===== config.mk =====
export PLATFORM = sky130hd
export DESIGN_NAME = rgb_led_effect_sequencer_top
export DESIGN_NICKNAME = d
export VERILOG_FILES = /design/src/rtl/rles_pkg.sv /design/src/rtl/rles_cfg.sv /design/src/rtl/rles_core.sv /design/src/rtl/rgb_led_effect_sequencer_top.sv
export SDC_FILE = /design/constraint.sdc
export NUM_CORES = 1
export LEC_CHECK = 0
export BUFFER_PORTS_ARGS = -buffer_cell sky130_fd_sc_hd__buf_2
export CAP_MARGIN = 10
export CORE_MARGIN = 2
export CORE_UTILIZATION = 50
export CTS_BUF_LIST = sky130_fd_sc_hd__clkbuf_8
export DETAILED_ROUTE_END_ITERATION = 12
export PLACE_DENSITY = 0.72
export SETUP_SLACK_MARGIN = 0.3
export SLEW_MARGIN = 20
export SYNTH_ARGS = -nofsm -noshare
export SYNTH_HDL_FRONTEND = slang
export SYNTH_SLANG_ARGS = --single-unit

===== constraint.sdc =====
create_clock -name clk -period 5.05 [get_ports clk]
set_input_delay 0 -clock clk [delete_from_list [all_inputs] [get_ports clk]]
set_output_delay 0 -clock clk [all_outputs]
set_load 0.1 [all_outputs]

===== src/rtl/rles_pkg.sv =====
// Types, constants and lookup functions of the LED effect sequencer.
`timescale 1ns / 1ps
package rles_pkg;

  localparam int ADDR_W = 5;
  localparam int PATROL_PHASES = 13;

  localparam logic [2:0] MODE_OFF     = 3'd0;
  localparam logic [2:0] MODE_STEADY  = 3'd1;
  localparam logic [2:0] MODE_BLINK   = 3'd2;
  localparam logic [2:0] MODE_LIMITED = 3'd3;
  localparam logic [2:0] MODE_ALARM   = 3'd4;
  localparam logic [2:0] MODE_PATROL  = 3'd5;

  localparam logic [2:0] HUE_BLACK  = 3'd0;
  localparam logic [2:0] HUE_RED    = 3'd1;
  localparam logic [2:0] HUE_GREEN  = 3'd2;
  localparam logic [2:0] HUE_BLUE   = 3'd3;
  localparam logic [2:0] HUE_YELLOW = 3'd4;
  localparam logic [2:0] HUE_WHITE  = 3'd5;

  localparam logic [2:0] REG_EFFECT_MODE  = 3'd0;
  localparam logic [2:0] REG_COLOR_SELECT = 3'd1;
  localparam logic [2:0] REG_BLINK_TOTAL  = 3'd2;
  localparam logic [2:0] REG_ON_TIME      = 3'd3;
  localparam logic [2:0] REG_OFF_TIME     = 3'd4;

  localparam logic [2:0]  RST_EFFECT_MODE  = MODE_PATROL;
  localparam logic [2:0]  RST_COLOR_SELECT = HUE_WHITE;
  localparam logic [15:0] RST_BLINK_TOTAL  = 16'd1;
  localparam logic [15:0] RST_ON_TIME      = 16'd500;
  localparam logic [15:0] RST_OFF_TIME     = 16'd0;
  localparam logic [15:0] RST_MS_LEFT      = 16'd100;

  localparam logic [15:0] ALARM_LEN = 16'd150;
  localparam logic [7:0]  FULL      = 8'd255;

  localparam logic [15:0] PATROL_LEN [PATROL_PHASES] = '{
    16'd100, 16'd50, 16'd100, 16'd50, 16'd100, 16'd200, 16'd150,
    16'd100, 16'd150, 16'd100, 16'd150, 16'd250, 16'd500
  };

  localparam logic [2:0] PATROL_COL [PATROL_PHASES] = '{
    HUE_RED, HUE_BLACK, HUE_BLUE, HUE_BLACK, HUE_WHITE, HUE_BLACK,
    HUE_RED, HUE_BLACK, HUE_BLUE, HUE_BLACK, HUE_WHITE, HUE_BLACK,
    HUE_BLACK
  };

  typedef struct packed {
    logic [2:0]  effect_mode;
    logic [2:0]  color_select;
    logic [15:0] blink_total;
    logic [15:0] on_time_ms;
    logic [15:0] off_time_ms;
  } cfg_t;

  function automatic logic [3:0] patrol_idx(input logic [3:0] idx);
    return (idx < 4'(PATROL_PHASES)) ? idx : 4'd0;
  endfunction

  function automatic logic [15:0] phase_len(input cfg_t c, input logic [3:0] idx);
    logic [15:0] v;
    v = (idx == 4'd0) ? c.on_time_ms : c.off_time_ms;
    case (c.effect_mode)
      MODE_BLINK, MODE_LIMITED: return (v == 16'd0) ? 16'd1 : v;
      MODE_ALARM:               return ALARM_LEN;
      MODE_PATROL:              return PATROL_LEN[patrol_idx(idx)];
      default:                  return 16'd1;
    endcase
  endfunction

  function automatic logic [2:0] phase_color(input cfg_t c, input logic [3:0] idx);
    case (c.effect_mode)
      MODE_STEADY:              return c.color_select;
      MODE_BLINK, MODE_LIMITED: return (idx == 4'd0) ? c.color_select : HUE_BLACK;
      MODE_ALARM:               return (idx == 4'd0) ? HUE_RED : HUE_BLUE;
      MODE_PATROL:              return PATROL_COL[patrol_idx(idx)];
      default:                  return HUE_BLACK;
    endcase
  endfunction

  function automatic logic [4:0] phase_count(input logic [2:0] mode);
    return (mode == MODE_PATROL) ? 5'(PATROL_PHASES) : 5'd2;
  endfunction

  function automatic logic [23:0] palette(input logic [2:0] col);
    case (col)
      HUE_RED:    return {FULL, 8'd0, 8'd0};
      HUE_GREEN:  return {8'd0, FULL, 8'd0};
      HUE_BLUE:   return {8'd0, 8'd0, FULL};
      HUE_YELLOW: return {FULL, FULL, 8'd0};
      HUE_WHITE:  return {FULL, FULL, FULL};
      default:    return 24'd0;
    endcase
  endfunction

endpackage


===== src/rtl/rles_cfg.sv =====
// APB register file of the LED effect sequencer with restart pulse.
`timescale 1ns / 1ps
module rles_cfg (
  input  logic                      clk,
  input  logic                      rst,
  input  logic                      psel,
  input  logic                      penable,
  input  logic                      pwrite,
  input  logic [rles_pkg::ADDR_W-1:0] paddr,
  input  logic [31:0]               pwdata,
  output logic [31:0]               prdata,
  output rles_pkg::cfg_t            cfg,
  output logic                      restart
);
  import rles_pkg::*;

  logic       wr;
  logic [2:0] idx;

  assign wr  = psel && penable && pwrite;
  assign idx = paddr[ADDR_W-1:2];

  always_ff @(posedge clk) begin
    if (rst) begin
      cfg.effect_mode  <= RST_EFFECT_MODE;
      cfg.color_select <= RST_COLOR_SELECT;
      cfg.blink_total  <= RST_BLINK_TOTAL;
      cfg.on_time_ms   <= RST_ON_TIME;
      cfg.off_time_ms  <= RST_OFF_TIME;
      restart          <= 1'b0;
    end else begin
      restart <= 1'b0;
      if (wr) begin
        case (idx)
          REG_EFFECT_MODE: begin
            cfg.effect_mode <= pwdata[2:0];
            restart         <= 1'b1;
          end
          REG_COLOR_SELECT: begin
            cfg.color_select <= pwdata[2:0];
            restart          <= 1'b1;
          end
          REG_BLINK_TOTAL: begin
            cfg.blink_total <= pwdata[15:0];
            restart         <= 1'b1;
          end
          REG_ON_TIME: begin
            cfg.on_time_ms <= pwdata[15:0];
            restart        <= 1'b1;
          end
          REG_OFF_TIME: begin
            cfg.off_time_ms <= pwdata[15:0];
            restart         <= 1'b1;
          end
          default: begin
          end
        endcase
      end
    end
  end

  always_comb begin
    case (idx)
      REG_EFFECT_MODE:  prdata = {29'd0, cfg.effect_mode};
      REG_COLOR_SELECT: prdata = {29'd0, cfg.color_select};
      REG_BLINK_TOTAL:  prdata = {16'd0, cfg.blink_total};
      REG_ON_TIME:      prdata = {16'd0, cfg.on_time_ms};
      REG_OFF_TIME:     prdata = {16'd0, cfg.off_time_ms};
      default:          prdata = 32'd0;
    endcase
  end

endmodule


===== src/rtl/rles_core.sv =====
// Phase state of the LED effect sequencer and color of the current tick.
`timescale 1ns / 1ps
module rles_core (
  input  logic           clk,
  input  logic           rst,
  input  rles_pkg::cfg_t cfg,
  input  logic           restart,
  input  logic           step,
  input  logic           tick,
  output logic [7:0]     red,
  output logic [7:0]     green,
  output logic [7:0]     blue,
  output logic           done
);
  import rles_pkg::*;

  logic [3:0]  phase_index, phase_index_next;
  logic [15:0] ms_left, ms_left_next;
  logic [15:0] blinks_left, blinks_left_next;
  logic        finished, finished_next;
  logic [2:0]  col;
  logic        sequenced;
  logic [4:0]  idx_inc;
  logic        wrap;
  logic [3:0]  idx_new;

  assign done      = (cfg.effect_mode == MODE_LIMITED) && finished;
  assign col       = done ? HUE_BLACK : phase_color(cfg, phase_index);
  assign {red, green, blue} = palette(col);
  assign sequenced = (cfg.effect_mode >= MODE_BLINK) && (cfg.effect_mode <= MODE_PATROL);
  assign idx_inc   = {1'b0, phase_index} + 5'd1;
  assign wrap      = idx_inc >= phase_count(cfg.effect_mode);
  assign idx_new   = wrap ? 4'd0 : idx_inc[3:0];

  always_comb begin
    phase_index_next = phase_index;
    ms_left_next     = ms_left;
    blinks_left_next = blinks_left;
    finished_next    = finished;
    if (restart) begin
      phase_index_next = 4'd0;
      ms_left_next     = phase_len(cfg, 4'd0);
      blinks_left_next = cfg.blink_total;
      finished_next    = (cfg.effect_mode == MODE_LIMITED) && (cfg.blink_total == 16'd0);
    end else if (step && tick && sequenced && !done) begin
      if (ms_left > 16'd1) begin
        ms_left_next = ms_left - 16'd1;
      end else begin
        phase_index_next = idx_new;
        ms_left_next     = phase_len(cfg, idx_new);
        if (wrap && (cfg.effect_mode == MODE_LIMITED)) begin
          if (blinks_left != 16'd0) begin
            blinks_left_next = blinks_left - 16'd1;
          end
          if (blinks_left <= 16'd1) begin
            finished_next = 1'b1;
          end
        end
      end
    end
  end

  always_ff @(posedge clk) begin
    if (rst) begin
      phase_index <= 4'd0;
      ms_left     <= RST_MS_LEFT;
      blinks_left <= RST_BLINK_TOTAL;
      finished    <= 1'b0;
    end else begin
      phase_index <= phase_index_next;
      ms_left     <= ms_left_next;
      blinks_left <= blinks_left_next;
      finished    <= finished_next;
    end
  end

endmodule


===== src/rtl/rgb_led_effect_sequencer_top.sv =====
// A tick beat accepted into the input register yields its colour beat in the result register.
// Throughput: one tick beat per cycle while led_ready holds; the input register fills while a result waits.
// The phase counters advance when a tick moves from the input register to the result.
// Reset (rst, synchronous): patrol mode, white, 1 blink, 500 ms on, 0 ms off,
// phase 0 with 100 ms left; both pipeline registers empty.
`timescale 1ns / 1ps
module rgb_led_effect_sequencer_top (
  input  logic                        clk,
  input  logic                        rst,
  input  logic                        psel,
  input  logic                        penable,
  input  logic                        pwrite,
  input  logic [rles_pkg::ADDR_W-1:0] paddr,
  input  logic [31:0]                 pwdata,
  output logic [31:0]                 prdata,
  output logic                        pready,
  input  logic                        tick_valid,
  output logic                        tick_ready,
  input  logic                        tick,
  output logic                        led_valid,
  input  logic                        led_ready,
  output logic [7:0]                  red,
  output logic [7:0]                  green,
  output logic [7:0]                  blue,
  output logic                        limited_done
);
  import rles_pkg::*;

  cfg_t       cfg;
  logic       restart;
  logic       s1_valid;
  logic       s1_tick;
  logic       advance;
  logic [7:0] core_red, core_green, core_blue;
  logic       core_done;

  assign pready     = 1'b1;
  assign advance    = s1_valid && (!led_valid || led_ready);
  assign tick_ready = !s1_valid || advance;

  rles_cfg u_cfg (
    .clk     (clk),
    .rst     (rst),
    .psel    (psel),
    .penable (penable),
    .pwrite  (pwrite),
    .paddr   (paddr),
    .pwdata  (pwdata),
    .prdata  (prdata),
    .cfg     (cfg),
    .restart (restart)
  );

  rles_core u_core (
    .clk     (clk),
    .rst     (rst),
    .cfg     (cfg),
    .restart (restart),
    .step    (advance),
    .tick    (s1_tick),
    .red     (core_red),
    .green   (core_green),
    .blue    (core_blue),
    .done    (core_done)
  );

  always_ff @(posedge clk) begin
    if (rst) begin
      s1_valid <= 1'b0;
    end else if (tick_ready) begin
      s1_valid <= tick_valid;
    end
  end

  always_ff @(posedge clk) begin
    if (tick_valid && tick_ready) begin
      s1_tick <= tick;
    end
  end

  always_ff @(posedge clk) begin
    if (rst) begin
      led_valid <= 1'b0;
    end else if (advance) begin
      led_valid <= 1'b1;
    end else if (led_ready) begin
      led_valid <= 1'b0;
    end
  end

  always_ff @(posedge clk) begin
    if (advance) begin
      red          <= core_red;
      green        <= core_green;
      blue         <= core_blue;
      limited_done <= core_done;
    end
  end

endmodule


==> results of run 1 <==
## sequential cells by signal, summed over array words and instances (netlist names)
signal,flops
u_cfg.cfg,54
u_core.blinks_left,16
u_core.ms_left,16
u_core.phase_index,4
blue,1
green,1
led_valid,1
limited_done,1
red,1
s1_tick,1
s1_valid,1
u_cfg.restart,1
u_core.finished,1
## critical path: stages (launching register included)
cell	delay [ns]
dfxtp_1	0.49
nand3b_1	0.27
inv_1	0.31
ha_1	0.30
nor2_1	0.14
a21oi_2	0.11
nor4_2	0.53
nor2_1	0.19
nor3_1	0.45
ha_1	0.28
o22ai_1	0.08
a22o_1	0.25
a311oi_1	0.34
a41o_1	0.13
o21ai_0	0.11
a32oi_1	0.20
## layer usage
metal,GRT usage,vias to the layer above,wire length [um]
met5,0,-,0
met4,0.0719,0,360
met3,0.0660,29,1600
met2,0.421,271,8980
met1,0.396,3076,9070
li1,-,3159,-
## worst min-delay path by stage
stage	slack (ns)	cells after the start	startpoint	end
after floorplan	0.1	0	tick	s1_tick$_DFFE_PP_
after global placement	0.18	1	tick	s1_tick$_DFFE_PP_
after detailed placement	0.19	1	tick	s1_tick$_DFFE_PP_
after CTS	0.02	4	paddr[4]	u_cfg.restart$_SDFF_PP0_
after global routing	0.05	4	paddr[4]	u_cfg.restart$_SDFF_PP0_
final	0.03	4	paddr[4]	u_cfg.restart$_SDFF_PP0_
## cells by family after synthesis
group,share of synthesized area
simple gates,0.277
compound gates,0.213
mux,0.0448
fa+ha+maj,0.0277
buf+inv,0.0925
xor+xnor,0.0448
flops,0.299
other cells,0.00111
## cell type report
type                       count  area, um2
timing repair buffer         105        668
fill                        1291       5860
sequential                    99       2030
clock inverter                 7       91.3
inverter                      18       67.6
clock buffer                   9        124
multi-input combinational    683       4180
tap                          176        220
## what timing repair did
action	4_1_cts	5_1_grt
setup endpoints to repair	0	0
endpoints found under the hold margin	59	0
hold buffers	21	0
resized for setup	0	0
## power by group through the flow
stage                     Sequential, W  Clock, W  Combinational [W]
after floorplan                0.000847         0           0.000249
after global placement         0.000844         0           0.000294
after detailed placement       0.000844         0           0.000294
after CTS                      0.000826  0.000565           0.000307
after global routing           0.000830  0.000597           0.000329
final                          0.000827  0.000566           0.000311
## cells in the mapped netlist, drive strengths merged, types with 24 or more instances
| master | number |
|---|---|
| a21oi | 72 |
| buf | 50 |
| clkbuf | 42 |
| dfxtp | 94 |
| mux2i | 27 |
| nand2 | 151 |
| nand3 | 24 |
| nor2 | 64 |
| nor3 | 29 |
| nor4 | 26 |
| o21ai | 58 |
| xnor2 | 26 |
## stage by stage
stage	instances	util	cell area [um2]	total power (W)	setup WS, ns
finish	1097	0.558	7390	0.00170	0.818
global route	1097	0.558	7390	0.00176	0.590
CTS	1097	0.558	7390	0.00170	0.872
detailed placement	1060	0.526	6960	0.00114	0.911
floorplan	895	-	6840	0.00110	1.39
global placement	1060	0.526	6960	0.00114	0.974
==> impl_metrics.toml, run 1 <==
[clock_tree]
clock_sink_count = 99
cts_root_buffer = "clkbuf_8"
cts_tree = "built"
post_cts_buffers = 0
insertion_delay_ns = 0.39
clock_path_buffers = 2
cts-buffers-inserted = 9
htree_levels = 3
clk_pin_slew_worst_paths_ns = 0.11

[sta]
hold_ws_ns = 0.0338
setup_viol = 0
rsz0062_at_grt = "false"
period_share = 0.838
fmax_ghz = 0.236
finalSetupTns_ns = 0
skew_ns = 0.0210
min_period_ns = 4.23
max_slew.worst_pin.slew_ns = 1.02
slew_headroom = 0.321
slew_viol_final = 0
finalHoldViolations = 0

[synth]
yosysWarnings = 0
dominantRegCellSynth = "dfxtp_1"
synthTopCellsByArea = "dfxtp_1, nand2_1, a21oi_1"
ys_seq_area_frac = 0.299
synth-seq-cells = 99
syn_area_per_cell_um2 = 7.71
ys_types = 86
yosysTopAreaCellShare = 0.277
synth_area_um2 = 6790
postSynth.asyncResetShare = 0
netlist_instances = 880
synth_edf_count = 5
synth_top_cell_by_area = "dfxtp_1"

[power]
clkPwrFrac = 0.332
internal_power_w = 0.00113
powerDensity_nw_per_um2 = 231
switching_share = 0.339
p_leak_nw = 2.78
peakVddDrop_uv = 168
power.switching_w = 0.000577
combPwrFrac = 0.182
pwr-share-seq = 0.485

[die]
fp.dieArea_um2 = 14500
die_h_um = 121
initial_utilization = 0.512
rows = 42
core-area_um2 = 13200
num_io_pins = 105
die_w_um = 121

[detailed_routing]
drt_iter0_drc = 728
postRouteAntennaNets = 0
drt-wirelength-per-cell_um = 18.2
vias = 6535
vias_per_cell = 5.96
drt_wl_total_um = 20000
drc = 0
dr.pass1.iters = 5

[worst_hold_path]
min_path_type = "in -> reg"

[critical_path]
critPathRequiredTime_ns = 5.36
crit_path_end = "u_core.ms_left[5]$_SDFFE_PP1P_"
crit_path_end_kind = "flip-flop"
rr_endpoint = "u_core.ms_left[5]$_SDFFE_PP1P_"
rrSetupSlack_ns = 0.82
crit-reg2reg-launch = "u_cfg.cfg[53]$_SDFFE_PP1P_"
crit_type = "reg -> reg"
critPathArrivalTime_ns = 4.54
critPathMaxFanout = 7
cp-start-kind = "flip-flop"
cp-startpoint = "u_cfg.cfg[53]$_SDFFE_PP1P_"
worstRegToRegCells = 15

[global_route]
grt_pass1_wl_um = 31800
gr-usage-all-layers = 0.278
grt_max_degree = 63
gr-total-overflow = 0
grt_pass1_vias = 5951
antenna_found_initial = 0

[placement]
port_buffers = 69
dp_hpwl_um = 14400
globalplace.congestion = 0.913

[layout]
final_common_cell = "nand2_1"
area_growth_syn_to_layout_pct = 8.83
drive_gt1_frac = 0.153
layout_common_cells = "nand2_1, dfxtp_1, a21oi_1"
diodes = 0
layout.nets = 976

[job]
cap_violations = 0

[run_status]
status = "finished, final reports clean"
(Power assumes the default switching activity.)
==> run 2: changes to the inputs <==
==> constraint.sdc (replaced) <==
create_clock -name clk -period 4.1 [get_ports clk]
set_input_delay 0 -clock clk [delete_from_list [all_inputs] [get_ports clk]]
set_output_delay 0 -clock clk [all_outputs]
set_load 0.1 [all_outputs]
==> run 2 against run 1 <==
Against the previous run: the run now ends with hold timing left; first-iteration DRC count shrank 5.9%; non-clock buffer count grew 8; design area grew 0.81%; sequential power grew 23%; clock-buffer cell count is the same; critical path type unchanged.
==> impl_metrics.toml, run 2 (synthesis results as in run 1) <==
[run_status]
status = "finished, violations left"
violations = "hold timing"

[layout]
design_area_um2 = 7450
nFillCells = 1282
diodes = 0
drive_gt1_frac = 0.164
post-route-util = 0.562
largest_register = "u_cfg.cfg"
final_common_cell = "nand2_1"
area_growth_syn_to_layout_pct = 9.72
layout_common_cells = "nand2_1, dfxtp_1, a21oi_1"
layout.nets = 984
largestRegisters = "u_cfg.cfg (54), u_core.blinks_left (16), u_core.ms_left (16)"
largest_register_ff_count = 54

[sta]
period_share = 0.871
slew_viol_final = 0
finalSetupTns_ns = 0
hold_ws_ns = -0.000270
min_period_ns = 3.57
max_slew.worst_pin.slew_ns = 0.762
rsz0062_at_grt = "false"
setup_slack_ns = 0.531
skew_ns = 0.0113
fmax_ghz = 0.280
setup_viol = 0
finalHoldViolations = 1
slew_headroom = 0.487

[die]
die_w_um = 121
core-area_um2 = 13200
die_h_um = 121
rows = 42
num_io_pins = 105
initial_utilization = 0.512
fp.dieArea_um2 = 14500

[placement]
dp_hpwl_um = 14400
dp_worst_setup_slack_ns = 0.594
dpl_cell_area_um2 = 7040
globalplace.congestion = 0.949
port_buffers = 69

[detailed_routing]
drt-wirelength-per-cell_um = 17.9
dr.pass1.iters = 7
drt_wl_total_um = 19800
drt_iter0_drc = 685
drc = 0
postRouteAntennaNets = 0
vias_per_cell = 6.00
vias = 6627

[critical_path]
critPathRequiredTime_ns = 4.41
crit_type = "reg -> reg"
crit_path_end_kind = "flip-flop"
critPathTopFamily = "compound AO/OA/AOI/OAI gates"
worstRegToRegCells = 15
cp-start-kind = "flip-flop"
cp_num_buf_inv = 1
critPathArrivalTime_ns = 3.88
crit_top_cell = "ha_1"
worstPathCellList = "clkinv_1 -> ha_1 -> ha_1 -> nor2b_1 -> o21ai_2 -> a21oi_1 -> nor3_1 -> nand3_1 -> ha_1 -> o22ai_1 -> a22o_1 -> a311oi_2 -> a41o_1 -> o21ai_0 -> a32oi_1"
cpMaxStageDelayCell = "dfxtp_1"
path_depth = 15
critPathMaxFanout = 5
cp_slowest_stage_delay_ns = 0.38

[clock_tree]
clock_path_buffers = 2
cts_tree = "built"
clk_pin_slew_worst_paths_ns = 0.10
cts_root_buffer = "clkbuf_8"
insertion_delay_ns = 0.39
clock_sink_count = 99
htree_levels = 3
cts-buffers-inserted = 9
post_cts_buffers = 0

[job]
cap_violations = 0

[global_route]
grt_max_degree = 62
gr-total-overflow = 0
gr-usage-all-layers = 0.273
grt_pass1_vias = 5934
antenna_found_initial = 0
grt_pass1_wl_um = 31700

[worst_hold_path]
min_path_type = "in -> reg"
hold_depth = 3

[power]
peakVddDrop_uv = 190
powerDensity_nw_per_um2 = 281
p_leak_nw = 2.83
[run 2: changes by cell type in the layout (fill, tap and decap cells not counted), sizes merged]
cell         change
buf             +10
dlygate4sd3      -2
clkinvlp         -1
inv              +1
[run 2: per-layer routing]
metal / routed length (um) / GRT usage / up-vias
met5: 0 / 0 / -
met4: 410 / 0.0734 / 0
met3: 1340 / 0.0349 / 33
met2: 9060 / 0.430 / 269
met1: 8960 / 0.393 / 3137
li1: - / - / 3188
[run 2: area by class of cell]
| cell class | count | area (um2) | share of cell area |
|---|---|---|---|
| timing repair buffer | 113 | 723 | 0.0971 |
| sequential | 99 | 2030 | 0.273 |
| clock inverter | 7 | 90.1 | 0.0121 |
| multi-input combinational | 683 | 4190 | 0.563 |
| inverter | 18 | 67.6 | 0.00907 |
| clock buffer | 9 | 124 | 0.0166 |
| tap | 176 | 220 | 0.0296 |
[run 2: stage by stage]
| step | total power [W] | hold slack, ns | cells |
|---|---|---|---|
| final | 0.00209 | -0.000270 | 1105 |
| after global routing | 0.00216 | 0.0206 | 1105 |
| after CTS | 0.00209 | 0.00554 | 1105 |
| after detailed placement | 0.00140 | 0.185 | 1070 |
| after global placement | 0.00140 | 0.182 | 1070 |
| after floorplan | 0.00135 | 0.0989 | 895 |
[run 2: power by group]
group | total (W) | switching [W] | internal, W
Combinational | 0.000384 | 0.000285 | 0.0000990
Sequential | 0.00102 | 0.0000275 | 0.000991
Clock | 0.000689 | 0.000388 | 0.000301
Total | 0.00209 | 0.000700 | 0.00139
[run 2: path summary, 6_finish.rpt]
kind / to / startpoint / slack (ns)
setup / recovery: u_core.ms_left[5]$_SDFFE_PP1P_ / u_core.phase_index[0]$_SDFFE_PP0P_ / 0.53
hold / removal: u_cfg.restart$_SDFF_PP0_ / penable / -0.0003
setup reg to reg: u_core.ms_left[5]$_SDFFE_PP1P_ / u_core.phase_index[0]$_SDFFE_PP0P_ / 0.53
hold reg to reg: u_cfg.cfg[4]$_SDFFE_PP0P_ / u_cfg.cfg[4]$_SDFFE_PP0P_ / 0.51
[run 2: repair_timing]
item	4_1_cts	5_1_grt
hold buffers	19	0
gates resized for setup	0	1
setup endpoints to repair	0	1
hold endpoints to repair	58	0
[run 2: worst min-delay path, cell delays in order]
cell and delay (ns):
buf_2 0.10, nand3_1 0.16, nor2_1 0.07
